`src/hdl/ute_pkg.sv`:
```
// Shared types and constants for the UTF-8 to UTF-16 key event transcoder.
package ute_pkg;

   localparam int BYTE_W  = 8;
   localparam int UNIT_W  = 16;
   localparam int CP_W    = 21;
   localparam int OWED_W  = 2;
   localparam int STEP_W  = 2;

   localparam logic [BYTE_W-1:0] LEAD2_MASK = 8'hE0;
   localparam logic [BYTE_W-1:0] LEAD2_CODE = 8'hC0;
   localparam logic [BYTE_W-1:0] LEAD3_MASK = 8'hF0;
   localparam logic [BYTE_W-1:0] LEAD3_CODE = 8'hE0;
   localparam logic [BYTE_W-1:0] LEAD4_MASK = 8'hF8;
   localparam logic [BYTE_W-1:0] LEAD4_CODE = 8'hF0;

   localparam logic [CP_W-1:0]   MAX_CP      = 21'h10FFFF;
   localparam logic [CP_W-1:0]   SUPP_BASE   = 21'h010000;
   localparam logic [UNIT_W-1:0] HIGH_SURR   = 16'hD800;
   localparam logic [UNIT_W-1:0] LOW_SURR    = 16'hDC00;

   localparam logic [STEP_W-1:0] STEP_HI_DOWN = 2'd0;
   localparam logic [STEP_W-1:0] STEP_HI_UP   = 2'd1;
   localparam logic [STEP_W-1:0] STEP_LO_UP   = 2'd3;

   // One decoded code point waiting to be sent as key events.
   typedef struct packed {
      logic [UNIT_W-1:0] unit_hi;
      logic [UNIT_W-1:0] unit_lo;
      logic              pair;
      logic              text_last;
   } job_type;

endpackage

```
`src/hdl/ute_decode.sv`:
```
// Input register and lenient UTF-8 decoder that turns bytes into code point jobs.
module ute_decode (
   input  logic                        clock,
   input  logic                        reset,
   input  logic                        req_valid,
   output logic                        req_ready,
   input  logic [ute_pkg::BYTE_W-1:0]  req_byte_in,
   input  logic                        req_text_last,
   output logic                        job_valid,
   output ute_pkg::job_type            job,
   input  logic                        job_ready
);
   import ute_pkg::*;

   logic              in_valid_ff, in_valid_in;
   logic [BYTE_W-1:0] in_byte_ff;
   logic              in_last_ff;
   logic [CP_W-1:0]   partial_ff, partial_in;
   logic [OWED_W-1:0] owed_ff, owed_in;

   logic [CP_W-1:0]   cont_bits;
   logic [CP_W-1:0]   cp_next;
   logic [CP_W-1:0]   cp_off;
   logic [OWED_W-1:0] owed_next;
   logic              done;
   logic              emit_any;
   logic              in_take;

   always_comb begin
      case (owed_ff)
         2'd1:    cont_bits = {15'd0, in_byte_ff[5:0]};
         2'd2:    cont_bits = {9'd0, in_byte_ff[5:0], 6'd0};
         2'd3:    cont_bits = {3'd0, in_byte_ff[5:0], 12'd0};
         default: cont_bits = '0;
      endcase
   end

   always_comb begin
      cp_next   = partial_ff;
      owed_next = '0;
      done      = 1'b0;
      if (owed_ff != '0) begin
         cp_next   = partial_ff | cont_bits;
         owed_next = owed_ff - 2'd1;
         done      = (owed_next == '0);
      end else if (!in_byte_ff[7]) begin
         cp_next = {13'd0, in_byte_ff};
         done    = 1'b1;
      end else if ((in_byte_ff & LEAD2_MASK) == LEAD2_CODE) begin
         cp_next   = {10'd0, in_byte_ff[4:0], 6'd0};
         owed_next = 2'd1;
      end else if ((in_byte_ff & LEAD3_MASK) == LEAD3_CODE) begin
         cp_next   = {5'd0, in_byte_ff[3:0], 12'd0};
         owed_next = 2'd2;
      end else if ((in_byte_ff & LEAD4_MASK) == LEAD4_CODE) begin
         cp_next   = {in_byte_ff[2:0], 18'd0};
         owed_next = 2'd3;
      end
      if (!done && in_last_ff && owed_next != '0) begin
         done = 1'b1;
      end
   end

   assign emit_any = done && (cp_next <= MAX_CP);
   assign cp_off   = cp_next - SUPP_BASE;

   always_comb begin
      job.pair      = (cp_next[20:16] != 5'd0);
      job.text_last = in_last_ff;
      job.unit_lo   = LOW_SURR | {6'd0, cp_off[9:0]};
      if (cp_next[20:16] != 5'd0) begin
         job.unit_hi = HIGH_SURR | {6'd0, cp_off[19:10]};
      end else begin
         job.unit_hi = cp_next[15:0];
      end
   end

   assign job_valid   = in_valid_ff && emit_any;
   assign in_take     = in_valid_ff && (!emit_any || job_ready);
   assign req_ready   = !in_valid_ff || in_take;
   assign in_valid_in = req_valid || (in_valid_ff && !in_take);

   always_comb begin
      partial_in = partial_ff;
      owed_in    = owed_ff;
      if (in_take) begin
         owed_in    = in_last_ff ? '0 : owed_next;
         partial_in = (done || in_last_ff) ? '0 : cp_next;
      end
   end

   always_ff @(posedge clock) begin
      if (reset) begin
         in_valid_ff <= 1'b0;
         partial_ff  <= '0;
         owed_ff     <= '0;
      end else begin
         in_valid_ff <= in_valid_in;
         partial_ff  <= partial_in;
         owed_ff     <= owed_in;
      end
   end

   always_ff @(posedge clock) begin
      if (req_valid && req_ready) begin
         in_byte_ff <= req_byte_in;
         in_last_ff <= req_text_last;
      end
   end

`ifndef SYNTH
   a_last_closes: assert property (@(posedge clock) disable iff (reset)
      in_take && in_last_ff |=> owed_ff == '0 && partial_ff == '0)
      else $error("Sequence still open after the final byte of the text.");

   a_owed_low_zero: assert property (@(posedge clock) disable iff (reset)
      (owed_ff != 2'd1 || partial_ff[5:0] == '0) &&
      (owed_ff != 2'd2 || partial_ff[11:0] == '0) &&
      (owed_ff != 2'd3 || partial_ff[17:0] == '0))
      else $error("Partial code point has bits set below the owed bytes.");

   a_closed_zero: assert property (@(posedge clock) disable iff (reset)
      owed_ff == '0 |-> partial_ff == '0)
      else $error("Partial code point not cleared with no sequence open.");
`endif

endmodule

```
`src/hdl/ute_emit.sv`:
```
// Key event sequencer and output register that sends one event per cycle while rsp_ready is high.
module ute_emit (
   input  logic                        clock,
   input  logic                        reset,
   input  logic                        job_valid,
   input  ute_pkg::job_type            job,
   output logic                        job_ready,
   output logic                        rsp_valid,
   input  logic                        rsp_ready,
   output logic [ute_pkg::UNIT_W-1:0]  rsp_code_unit,
   output logic                        rsp_key_up,
   output logic                        rsp_run_last,
   output logic                        rsp_text_end
);
   import ute_pkg::*;

   job_type           job_ff;
   logic              job_valid_ff, job_valid_in;
   logic [STEP_W-1:0] step_ff, step_in;
   logic              rsp_valid_ff, rsp_valid_in;
   logic [UNIT_W-1:0] unit_ff;
   logic              key_up_ff, run_last_ff, text_end_ff;

   logic              out_load;
   logic              last_step;
   logic              job_load;

   assign out_load  = job_valid_ff && (!rsp_valid_ff || rsp_ready);
   assign last_step = job_ff.pair ? (step_ff == STEP_LO_UP) : (step_ff == STEP_HI_UP);
   assign job_ready = !job_valid_ff || (out_load && last_step);
   assign job_load  = job_valid && job_ready;

   always_comb begin
      job_valid_in = job_valid_ff;
      step_in      = step_ff;
      if (out_load) begin
         step_in = step_ff + 2'd1;
         if (last_step) begin
            job_valid_in = 1'b0;
         end
      end
      if (job_load) begin
         job_valid_in = 1'b1;
         step_in      = STEP_HI_DOWN;
      end
      rsp_valid_in = out_load || (rsp_valid_ff && !rsp_ready);
   end

   always_ff @(posedge clock) begin
      if (reset) begin
         job_valid_ff <= 1'b0;
         step_ff      <= STEP_HI_DOWN;
         rsp_valid_ff <= 1'b0;
      end else begin
         job_valid_ff <= job_valid_in;
         step_ff      <= step_in;
         rsp_valid_ff <= rsp_valid_in;
      end
   end

   always_ff @(posedge clock) begin
      if (job_load) begin
         job_ff <= job;
      end
      if (out_load) begin
         unit_ff     <= step_ff[1] ? job_ff.unit_lo : job_ff.unit_hi;
         key_up_ff   <= step_ff[0];
         run_last_ff <= last_step;
         text_end_ff <= last_step && job_ff.text_last;
      end
   end

   assign rsp_valid     = rsp_valid_ff;
   assign rsp_code_unit = unit_ff;
   assign rsp_key_up    = key_up_ff;
   assign rsp_run_last  = run_last_ff;
   assign rsp_text_end  = text_end_ff;

`ifndef SYNTH
   a_single_two_steps: assert property (@(posedge clock) disable iff (reset)
      job_valid_ff && !job_ff.pair |-> !step_ff[1])
      else $error("Single unit job stepped past its key-up event.");

   a_end_is_run_last: assert property (@(posedge clock) disable iff (reset)
      rsp_valid_ff && text_end_ff |-> run_last_ff)
      else $error("Text end marked on an event that does not close its byte.");

   a_new_job_first_step: assert property (@(posedge clock) disable iff (reset)
      job_load |=> job_valid_ff && step_ff == STEP_HI_DOWN)
      else $error("New job did not start at its first key-down event.");
`endif

endmodule

```
`src/hdl/utf8_to_utf16_key_events.sv`:
```
// A byte passes the input, job and output registers before its first key event appears.
// Throughput: one key event per cycle while a job waits and rsp_ready is high, set by the
// event sequencer and its output register. A byte that ends a basic plane code point gives
// key-down and key-up, a surrogate pair both for each unit, and other bytes no event.
// Reset is synchronous and closes any open sequence and empties all stages.
module utf8_to_utf16_key_events (
   input  logic                        clock,
   input  logic                        reset,
   input  logic                        req_valid,
   output logic                        req_ready,
   input  logic [ute_pkg::BYTE_W-1:0]  req_byte_in,
   input  logic                        req_text_last,
   output logic                        rsp_valid,
   input  logic                        rsp_ready,
   output logic [ute_pkg::UNIT_W-1:0]  rsp_code_unit,
   output logic                        rsp_key_up,
   output logic                        rsp_run_last,
   output logic                        rsp_text_end
);
   import ute_pkg::*;

   logic    job_valid;
   logic    job_ready;
   job_type job;

   ute_decode u_decode (
      .clock         (clock),
      .reset         (reset),
      .req_valid     (req_valid),
      .req_ready     (req_ready),
      .req_byte_in   (req_byte_in),
      .req_text_last (req_text_last),
      .job_valid     (job_valid),
      .job           (job),
      .job_ready     (job_ready)
   );

   ute_emit u_emit (
      .clock         (clock),
      .reset         (reset),
      .job_valid     (job_valid),
      .job           (job),
      .job_ready     (job_ready),
      .rsp_valid     (rsp_valid),
      .rsp_ready     (rsp_ready),
      .rsp_code_unit (rsp_code_unit),
      .rsp_key_up    (rsp_key_up),
      .rsp_run_last  (rsp_run_last),
      .rsp_text_end  (rsp_text_end)
   );

endmodule
```
`config.mk`:
```
export PLATFORM = sky130hd
export DESIGN_NAME = utf8_to_utf16_key_events
export DESIGN_NICKNAME = d
export VERILOG_FILES = /design/src/hdl/ute_pkg.sv /design/src/hdl/ute_decode.sv /design/src/hdl/ute_emit.sv /design/src/hdl/utf8_to_utf16_key_events.sv
export SDC_FILE = /design/constraint.sdc
export NUM_CORES = 1
export LEC_CHECK = 0
export ABC_AREA = 1
export BUFFER_PORTS_ARGS = -buffer_cell sky130_fd_sc_hd__clkbuf_2
export CAP_MARGIN = 20
export CORE_MARGIN = 2
export CORE_UTILIZATION = 40
export CTS_BUF_LIST = sky130_fd_sc_hd__clkbuf_8 sky130_fd_sc_hd__clkbuf_16
export DETAILED_ROUTE_END_ITERATION = 10
export SYNTH_ARGS = -nofsm -noshare
export SYNTH_HDL_FRONTEND = slang
export SYNTH_HIERARCHICAL = 1
export SYNTH_SLANG_ARGS = --single-unit
```
`constraint.sdc`:
```
create_clock -name clock -period 5.9 [get_ports clock]
set_input_delay 0.295 -clock clock [delete_from_list [all_inputs] [get_ports clock]]
set_output_delay 0.295 -clock clock [all_outputs]
set_load 0.01 [all_outputs]
```
Yosys cells after proc, flatten, opt, wreduce, memory -nomap -nowiden:

Index checks and enable logic that the tools add are counted.

* output and inout bits: 21
* flip-flop bits (word level): 84

* reductions and logical operators: 34
* bitwise gates (word level): 1
* muxes and demuxes: 22
* $lt $le $gt $ge: 1
* $add $sub $neg: 3
* equal/unequal tests: 8

Operator list (count)
* 2-to-1 mux 21 bit: 6
* case mux 18 bit (3 select lines): 1
* less-or-equal comparator 21 bit (second input constant): 1
* OR 21 x 18 -> 21 bit: 1
* 2-to-1 mux 10 bit: 2
* subtractor 20 x 17 -> 20 bit (second input constant): 1
* logical AND 1 bit: 12
* 2-to-1 mux 2 bit: 6
* nonzero test 2 bit: 4
* zero test 1 bit: 7
* logical OR 1 bit: 7
* 2-to-1 mux 1 bit: 7
* == test 2 bit (second input constant): 3
* == test 5 bit (second input constant): 1
* nonzero test 5 bit: 1
* == test 2 x 1 -> 1 bit (second input constant): 2
* == test 4 bit (second input constant): 1
* == test 3 bit (second input constant): 1
* adder 2 x 1 -> 2 bit (second input constant): 1
* zero test 2 bit: 1
* AND reduction 2 bit: 1
* OR reduction 2 bit: 1
* subtractor 2 x 1 -> 2 bit (second input constant): 1

Logic depth before layout (Yosys ltp):

Gate-level depths: netlist of the first run.

* depth in word-level cells: 16
* depth in mapped cells: 20
* depth with buffers taken out: 19

By module:

Netlist of the first run, hierarchy kept.

By module, submodules not included
* ute_decode: area an instance 2602.5 um^2, cells an instance 405, instances 1
* ute_emit: area an instance 2011.9 um^2, cells an instance 132, instances 1

Worst setup path after synthesis of the first run:

No wires, ideal clock.

* path kind: flip-flop to flip-flop
* start point: register u_decode.in_byte_ff[7]
* end point: register u_emit/job_ff[0] (netlist name) (enable)
* arrival time: 2561 ps
* cell stages (with the launch flop): 16
* slack: 2950 ps
* setup time: 389 ps
* data required time: 5511 ps
* path through: edfxtp_1 > nand2_4 > nor2_8 > nor2_4 > nand2_4 > nand2_4 > nand2_1 > ha_1 > nand3_1 > nor2_1 > a21oi_2 > nand2_2 > nand2_1 > nor2_1 > nand2_2 > inv_1

* cells in the longest elaborated chain, start to end: 12
* elaborated cells between the ends (all ways): 24

Ends and longest elaborated chain
* start: declaration: line ute_decode.sv:16 `logic [BYTE_W-1:0] in_byte_ff;`
* start signal: assignment: line ute_decode.sv:106 `in_byte_ff <= req_byte_in;`
* branches (longest 9 deep; another with less-or-equal comparator 21 bit)
* logical AND 1 bit *: line ute_decode.sv:64 `assign emit_any = done && (cp_next <= MAX_CP);`
* logical AND 1 bit *: line ute_decode.sv:78 `assign job_valid = in_valid_ff && emit_any;`
* via job_valid: line utf8_to_utf16_key_events.sv:22 `logic job_valid;`
* logical AND 1 bit *: line ute_emit.sv:31 `assign job_load = job_valid && job_ready;`
* via u_emit.job_load: line ute_emit.sv:26 `logic job_load;`
* end signal: assignment: line ute_emit.sv:63 `job_ff <= job;`
* end: declaration: line ute_emit.sv:17 `job_type job_ff;`

Mark *: on every way through the listed nets, which the timed path passes.
A chain may end at the register's enable or synchronous reset.

Worst setup path after layout of the first run:

* start point: register u_decode.owed_ff[1]
* end point: output req_ready

* cells in the longest elaborated chain, start to end: 12
* elaborated cells between the ends (all ways): 22

Ends and longest elaborated chain
* start: declaration: line ute_decode.sv:19 `logic [OWED_W-1:0] owed_ff, owed_in;`
* start signal: assignment: line ute_decode.sv:100 `owed_ff <= owed_in;`
* branches (longest 7 deep; another with less-or-equal comparator 21 bit)
* logical AND 1 bit *: line ute_decode.sv:64
* zero test 1 bit *: line ute_decode.sv:79 `assign in_take = in_valid_ff && (!emit_any || job_ready);`
* logical OR 1 bit *: line ute_decode.sv:79
* logical AND 1 bit *: line ute_decode.sv:79
* logical OR 1 bit *: line ute_decode.sv:80 `assign req_ready = !in_valid_ff || in_take;`
* end: declaration: line utf8_to_utf16_key_events.sv:10 `output logic req_ready,`

Every way passes the cells marked *.

==> results of run 1 <==
cell families after synthesis:
| group | count (synthesis) | share of synthesized area, % |
|---|---|---|
| and+or+nand+nor | 298 | 28.9 |
| xor gates and xnor gates | 3 | 0.570 |
| other | 2 | 0.163 |
| buffers and inverters | 82 | 8.84 |
| DFF | 90 | 52.5 |
| AOI/OAI and AO/OA | 60 | 8.54 |
| adders and majority gates | 2 | 0.542 |
flip-flops by register name (all words and copies together) (netlist names):
name and flops:
u_decode/in_byte_ff 8, u_emit/step_ff 2, u_emit/rsp_key_up 1, u_decode/partial_ff 21, u_emit/rsp_text_end 1, u_decode/owed_ff 2, u_emit/rsp_code_unit 16, u_decode/in_valid_ff 1
u_emit/job_ff 34, u_emit/rsp_run_last 1, u_emit/job_valid_ff 1, u_emit/rsp_valid 1, u_decode/in_last_ff 1
path summary, 6_finish.rpt:
| kind | endpoint | slack (ns) | cells after the start |
|---|---|---|---|
| worst max-delay path | req_ready | 2.50 | 15 |
| worst min-delay path | u_decode/in_byte_ff[1]$_DFFE_PP_ | 0.11 | 1 |
| worst max register to register | u_emit/job_ff[4]$_DFFE_PP_ | 2.62 | 16 |
| worst min register to register | u_decode/partial_ff[0]$_SDFFE_PP0P_ | 0.50 | 2 |
cell type report:
cell class / count / area [µm²] / share of cell area [%]
well taps: 143 / 179 / 3.49
clock buffers: 10 / 239 / 4.66
inverters: 56 / 218 / 4.25
repair buffers: 37 / 223 / 4.35
flip-flops and latches: 90 / 2420 / 47.3
clock inverters: 6 / 43.8 / 0.855
multi-input cells: 369 / 1800 / 35.1
per-layer routing:
layer	share of wire, %	wire length (µm)	vias up
li1	-	-	1768
met1	45	4580	1615
met2	47	4760	89
met3	4.0	402	25
met4	3.7	370	0
met5	0	0	-
where the power goes:
group | switching (W) | total [W] | internal (W)
combinational | 0.000160 | 0.000234 | 0.0000734
sequential | 0.0000227 | 0.000750 | 0.000727
clock | 0.000247 | 0.000544 | 0.000297
total | 0.000430 | 0.00153 | 0.00110
cell usage in the layout (no fill, tap or decap), drive strengths merged:
cell type / Yosys / layout
conb: 2 / 6
o22ai: 5 / 5
nor3: 4 / 4
or2: 1 / 1
and2: 1 / 1
nand2: 184 / 184
o21a: 1 / 1
xnor2: 1 / 1
nand3: 39 / 39
inv: 56 / 58
nand4: 1 / 1
o21bai: 2 / 2
o21ai: 22 / 22
clkinvlp: 0 / 3
a21oi: 26 / 26
nor2: 67 / 67
o211ai: 1 / 1
clkbuf: 8 / 43
a31oi: 2 / 2
and3: 1 / 1
buf: 18 / 4
ha: 2 / 2
edfxtp: 62 / 62
xor2: 2 / 2
clkinv: 0 / 1
dfxtp: 28 / 28
o311ai: 1 / 1
metrics by stage:
stage,area [µm²],hold slack [ns],util [%]
finish,5120,0.115,45.3
global route,5120,0.113,45.3
CTS,5110,0.102,45.1
detailed placement,4830,0.474,42.6
global placement,4800,0.471,42.4
floorplan,4630,0.364,-
==> run metrics, run 1 <==
DRT iter0 DRCs 219; commonest register cell after synthesis edfxtp_1; initial antenna violation count 0; most area-hungry cell type in the Yosys netlist edfxtp_1; gr ovfl total 0; most common cell in the netlist nand2_1; vias after detailed routing 3497; # diodes 0; Worst setup startpoint u_decode/owed_ff[1]$_SDFFE_PP0P_; Buf/Inv on CP 3; Max VDD drop 171 µV; Final min period 3.40 ns; Setup WS pre-CTS 2.65 ns; RR Startpoint u_decode/owed_ff[1]$_SDFFE_PP0P_; final std cells w/o fill 711; die area 12400 µm²; Final Wtd Congestion 0.947; Skew-Pair Late Insertion Delay 0.35 ns; critical path required time 5.61 ns; worst-path maximum fanout 30; largest net degree at the start of global routing 31; critical hold path startpoint req_byte_in[1]; grt met2 use between 20% and 30%; Critical Path, Cell by Cell inv_1 -> nand3_2 -> nor2_4 -> nand2_2 -> nor2_1 -> nor2_1 -> nor2_1 -> nand3_2 -> nor2_1 -> a21oi_2 -> nand2_2 -> nand3_4 -> nor2_2 -> inv_2 -> clkbuf_2; post-route ant nets 0; post_cts resized 0; layout cells sized above 1 17.6%; CP max stage cell dfxtp_1; CP Capture Type output port; setup bufs post-CTS 0; Worst Slack Setup Final between 2 and 2.5 ns; CP max stage delay around 0.46 ns; TritonCTS Sinks 90; met3 Resource Use GR 2.83%; RSZ-0062 raised after global routing false; Routed wire per std cell 14.2 µm; vias in the first global route 3482; Final Cycle Share just under 60%; register bit total from synthesis 90; Reg clk slew, reported paths 0.06 ns; CP Class reg2out; Starting Density 40.8%; FP Rows 39; Post-Synthesis Cell Area roughly 4600 µm²; Slew @ Worst Pin ~0.85 ns; global-route wire length before repair 17.2 mm; IO buf count 33; most used cell, CP nor2_1; Largest delay share family, worst path simple AND/OR/NAND/NOR gates; met1 Track Usage GR roughly 22%; H-tree depth 3; clk root buf clkbuf_16; cts bufs inserted 9; status finished clean; Ys Warns 6; Fin. Hold Viols 0; cell count after synthesis 537; total chip power 0.00153 W; P_leak 2.25 nW; sequential-to-total area share from yosys stat a little over half; EDFF count, synth slightly above 60; Post-Route WL 10.1 mm; Most Crowded Layer GR met2; asr flop ratio synth 0%; I/O pin cnt 34; Remaining DRCs 0; largest cells by area after synthesis edfxtp_1, nand2_1, dfxtp_1; GRT Overall Usage roughly 18%; Die Width between 100 and 150 µm; hold_buf cts 0; Worst slew margin 43.0%; DP Wirelength around 7.3 mm; Hold WC Path Type in2reg; Pre-Repair DR Iteration Count 4; pwr dens 298 nW/µm²; synth unique cells 40; crit path DAT 3.11 ns; Area Growth Syn to Fin 11.0%; CTS tree built; Synth top area share 40.3%; Setup TNS 0 ns; vias per inst 4.92; fillcell total 1101; Layout Skew 0.00799 ns; final setup fails 0; largest buffer count on any clock path 2; Max Fclk between 0.2 and 0.3 GHz; Die H 111 µm; Core ar. 11300 µm²; crit start category register; Mean Syn Cell Area 8.59 µm²; max-cap violation count 0; Commonest cells post-synth nand2_1, edfxtp_1, nor2_1, inv_1, nand3_1; final slew viol count 0; Final nets 578; dpl cells 694
Power figures use the tool's default switching activity.
==> inputs of run 2 (changes only) <==
--- a/config.mk
+++ b/config.mk
@@ -5,7 +5,7 @@
 export SDC_FILE = /design/constraint.sdc
 export NUM_CORES = 1
 export LEC_CHECK = 0
-export ABC_AREA = 1
+export ABC_AREA = 0
 export BUFFER_PORTS_ARGS = -buffer_cell sky130_fd_sc_hd__clkbuf_2
 export CAP_MARGIN = 20
 export CORE_MARGIN = 2
==> constraint.sdc (replaced) <==
create_clock -name clock -period 2.9 [get_ports clock]
set_input_delay 0.145 -clock clock [delete_from_list [all_inputs] [get_ports clock]]
set_output_delay 0.145 -clock clock [all_outputs]
set_load 0.01 [all_outputs]
==> run metrics, run 2 <==
critical path required time 2.95 ns (-2.66 ns); FP Rows 37 (-5.1%); largest net degree at the start of global routing 35 (+13%); worst hold slack 0.0916 ns (-0.0233 ns); Worst slew margin 43.5% (+0.48 points); crit start category register; Final Wtd Congestion 0.912 (-3.7%); Starting Density 41.5% (+0.78 points); cts bufs inserted 9 (unchanged); Max Fclk 0.329 GHz; max-cap violation count 0 (unchanged); Final nets 492 (-15%); Ys Warns 6 (unchanged); DP Wirelength 7.27 mm (-0.37%); pwr dens 489 nW/µm² (+64%); final std cells w/o fill 618 (-13%); Fin. Hold Viols 0 (unchanged); dpl cells 578 (-17%); TritonCTS Sinks 90 (unchanged); Final Cycle Share 105%; gr ovfl total 0 (unchanged); P_leak 2.23 nW (-0.90%); commonest register cell after synthesis edfxtp_1; # diodes 0 (unchanged); Routed wire per std cell 17.2 µm (+21%); CP Class reg2reg; register bit total from synthesis 90 (unchanged); Mean Syn Cell Area 11.5 µm² (+34%); commonest cells after routing, fill and taps aside edfxtp_1, buf_4, clkbuf_2; GRT Overall Usage 18.1% (+0.45 points); vias in the first global route 3060 (-12%); Synth top area share 43.2% (+2.9 points); Area Growth Syn to Fin 32.7%; reg2reg setup slack -0.14 ns (-2.76 ns); most common cell in the netlist edfxtp_1; vias after detailed routing 3251 (-7.0%); Die H 108 µm (-3.3%); status complete, but fails checks; die area 11600 µm² (-6.4%); RSZ-0062 raised after global routing true; DRT iter0 DRCs 195 (-11%); initial antenna violation count 0 (unchanged); Skew-Pair Late Insertion Delay 0.35 ns (about the same); post-route ant nets 0 (unchanged); final slew viol count 0 (unchanged); Pre-Repair DR Iteration Count 4 (unchanged); asr flop ratio synth 0% (unchanged); cell area after layout 5720 µm² (+12%); most area-hungry cell type in the Yosys netlist edfxtp_1; Commonest cells post-synth edfxtp_1, dfxtp_1, nand2_1, nor2_1, mux2_2; Remaining DRCs 0 (unchanged); Layout Skew 0.0141 ns (+0.00610 ns); Die Width 108 µm (-3.3%); largest cells by area after synthesis edfxtp_1, dfxtp_1, mux2_2; Setup WS pre-CTS -0.132 ns (-2.78 ns); Core ar. 10400 µm² (-8.4%); clk root buf clkbuf_8; Post-Synthesis Cell Area 4310 µm² (-6.6%); sequential-to-total area share from yosys stat 56.2% (+3.7 points); Top reg by flops u_emit/job_ff; H-tree depth 3 (unchanged); Slew @ Worst Pin 0.848 ns (-0.00619 ns); IO buf count 33 (unchanged); area of placed instances 5030 µm² (+4.2%); max FFs per register 34 (unchanged); Post-Route WL 10.6 mm (+4.8%); vias per inst 5.26 (+7.0%); worst-path maximum fanout 34 (+13%); fillcell total 898 (-18%); largest buffer count on any clock path 2 (unchanged); I/O pin cnt 34 (unchanged); failing checks setup timing; global-route wire length before repair 16.0 mm (-6.9%); crit path DAT 3.08 ns (-0.03 ns); CP Capture Type register; synth unique cells 59 (+48%); EDFF count, synth 62 (unchanged); Final min period 3.04 ns; most common cell after layout, fill and taps aside edfxtp_1; cell count after synthesis 373 (-31%); CTS tree built; Reg clk slew, reported paths 0.09 ns (+0.03 ns); Worst Slack Setup Final -0.136 ns (-2.63 ns); layout cells sized above 1 39.4% (+22 points); Hold WC Path Type in2reg; Max VDD drop 256 µV (+49%); final setup fails 50 (+50); Setup TNS -4.59 ns (-4.59 ns)
==> run 2: cell count changes in the layout (fill, tap and decap cells not counted), moves of 13 or more <==
| cell | delta |
|---|---|
| nand2_1 | -143 |
| buf_4 | +53 |
| inv_1 | -38 |
| nor2_1 | -34 |
| nand3_1 | -26 |
| mux2_2 | +20 |
| buf_6 | +16 |
| a21oi_2 | -13 |
| o21ai_0 | -13 |
==> run 2: layout make-up <==
| cell class | instances | area [µm²] | share of cell area, % |
|---|---|---|---|
| sequential | 90 | 2420 | 42.4 |
| multi-input combinational | 243 | 1880 | 32.9 |
| timing repair buffer | 118 | 958 | 16.8 |
| tap | 136 | 170 | 2.98 |
| clock buffer | 9 | 124 | 2.17 |
| clock inverter | 7 | 100 | 1.75 |
| inverter | 15 | 58.8 | 1.03 |
==> run 2: routing by layer <==
layer / share of wire (%) / vias up / GRT usage (%)
met5: 0 / - / 0
met4: 0.85 / 0 / 6.32
met3: 4.2 / 6 / 3.21
met2: 50 / 80 / 29.0
met1: 45 / 1575 / 24.6
li1: - / 1590 / -
==> run 2: path summary, 6_finish.rpt <==
check	end	depth (start not counted)	from
worst max-delay path	u_emit/job_ff[26]$_DFFE_PP_	11	u_decode/in_byte_ff[7]$_DFFE_PP_
worst max register to register	u_emit/job_ff[26]$_DFFE_PP_	11	u_decode/in_byte_ff[7]$_DFFE_PP_
worst min-delay path	u_emit/rsp_valid$_SDFF_PP0_	4	rsp_ready
worst min register to register	u_decode/partial_ff[8]$_SDFFE_PP0P_	2	u_decode/partial_ff[8]$_SDFFE_PP0P_
==> run 2: metrics by stage <==
| stage | util, % | total power, W |
|---|---|---|
| 2_1_floorplan | - | 0.00167 |
| 6_report | 55.1 | 0.00279 |
| 5_1_grt | 55.1 | 0.00290 |
| 3_5_place_dp | 48.5 | 0.00180 |
| 3_3_place_gp | 48.5 | 0.00179 |
| 4_1_cts | 51.9 | 0.00276 |
==> run 2: repair_timing <==
action	4_1_cts	5_1_grt
cloned	0	4
hold endpoints to repair	9	0
hold buffers	9	0
endpoints found under the setup margin	46	70
buffers inserted	2	11
gates resized for setup	7	46
pin swaps	1	18
==> run 2: kinds of logic (layout without fill, tap and decap cells) <==
logic type | after synthesis | in the layout | synth area share, %
XOR/XNOR | 3 | 3 | 0.610
other | 2 | 6 | 0.174
AND/OR/NAND/NOR | 119 | 119 | 14.7
adder cells (fa/ha/maj) | 2 | 2 | 0.581
AO/OA/AOI/OAI | 80 | 80 | 14.1
buffers and inverters | 44 | 149 | 5.20
flip-flops | 90 | 90 | 56.2
multiplexers | 33 | 33 | 8.36
==> run 2: power by group <==
group | internal (W) | leakage (nW) | switching (W)
sequential | 0.00144 | 0.819 | 0.0000260
clock | 0.000493 | 0.113 | 0.000467
combinational | 0.000171 | 1.30 | 0.000200
total | 0.00210 | 2.23 | 0.000692
==> run 2: worst max-delay path, stage by stage (launching register included) <==
cell	delay (ns)
edfxtp_1	0.37
or3b_4	0.43
o32ai_2	0.29
a31oi_2	0.09
nor4_4	0.35
nand4_2	0.17
and2_4	0.19
o31ai_4	0.22
and2_4	0.21
inv_4	0.04
a21oi_4	0.13
buf_12	0.22
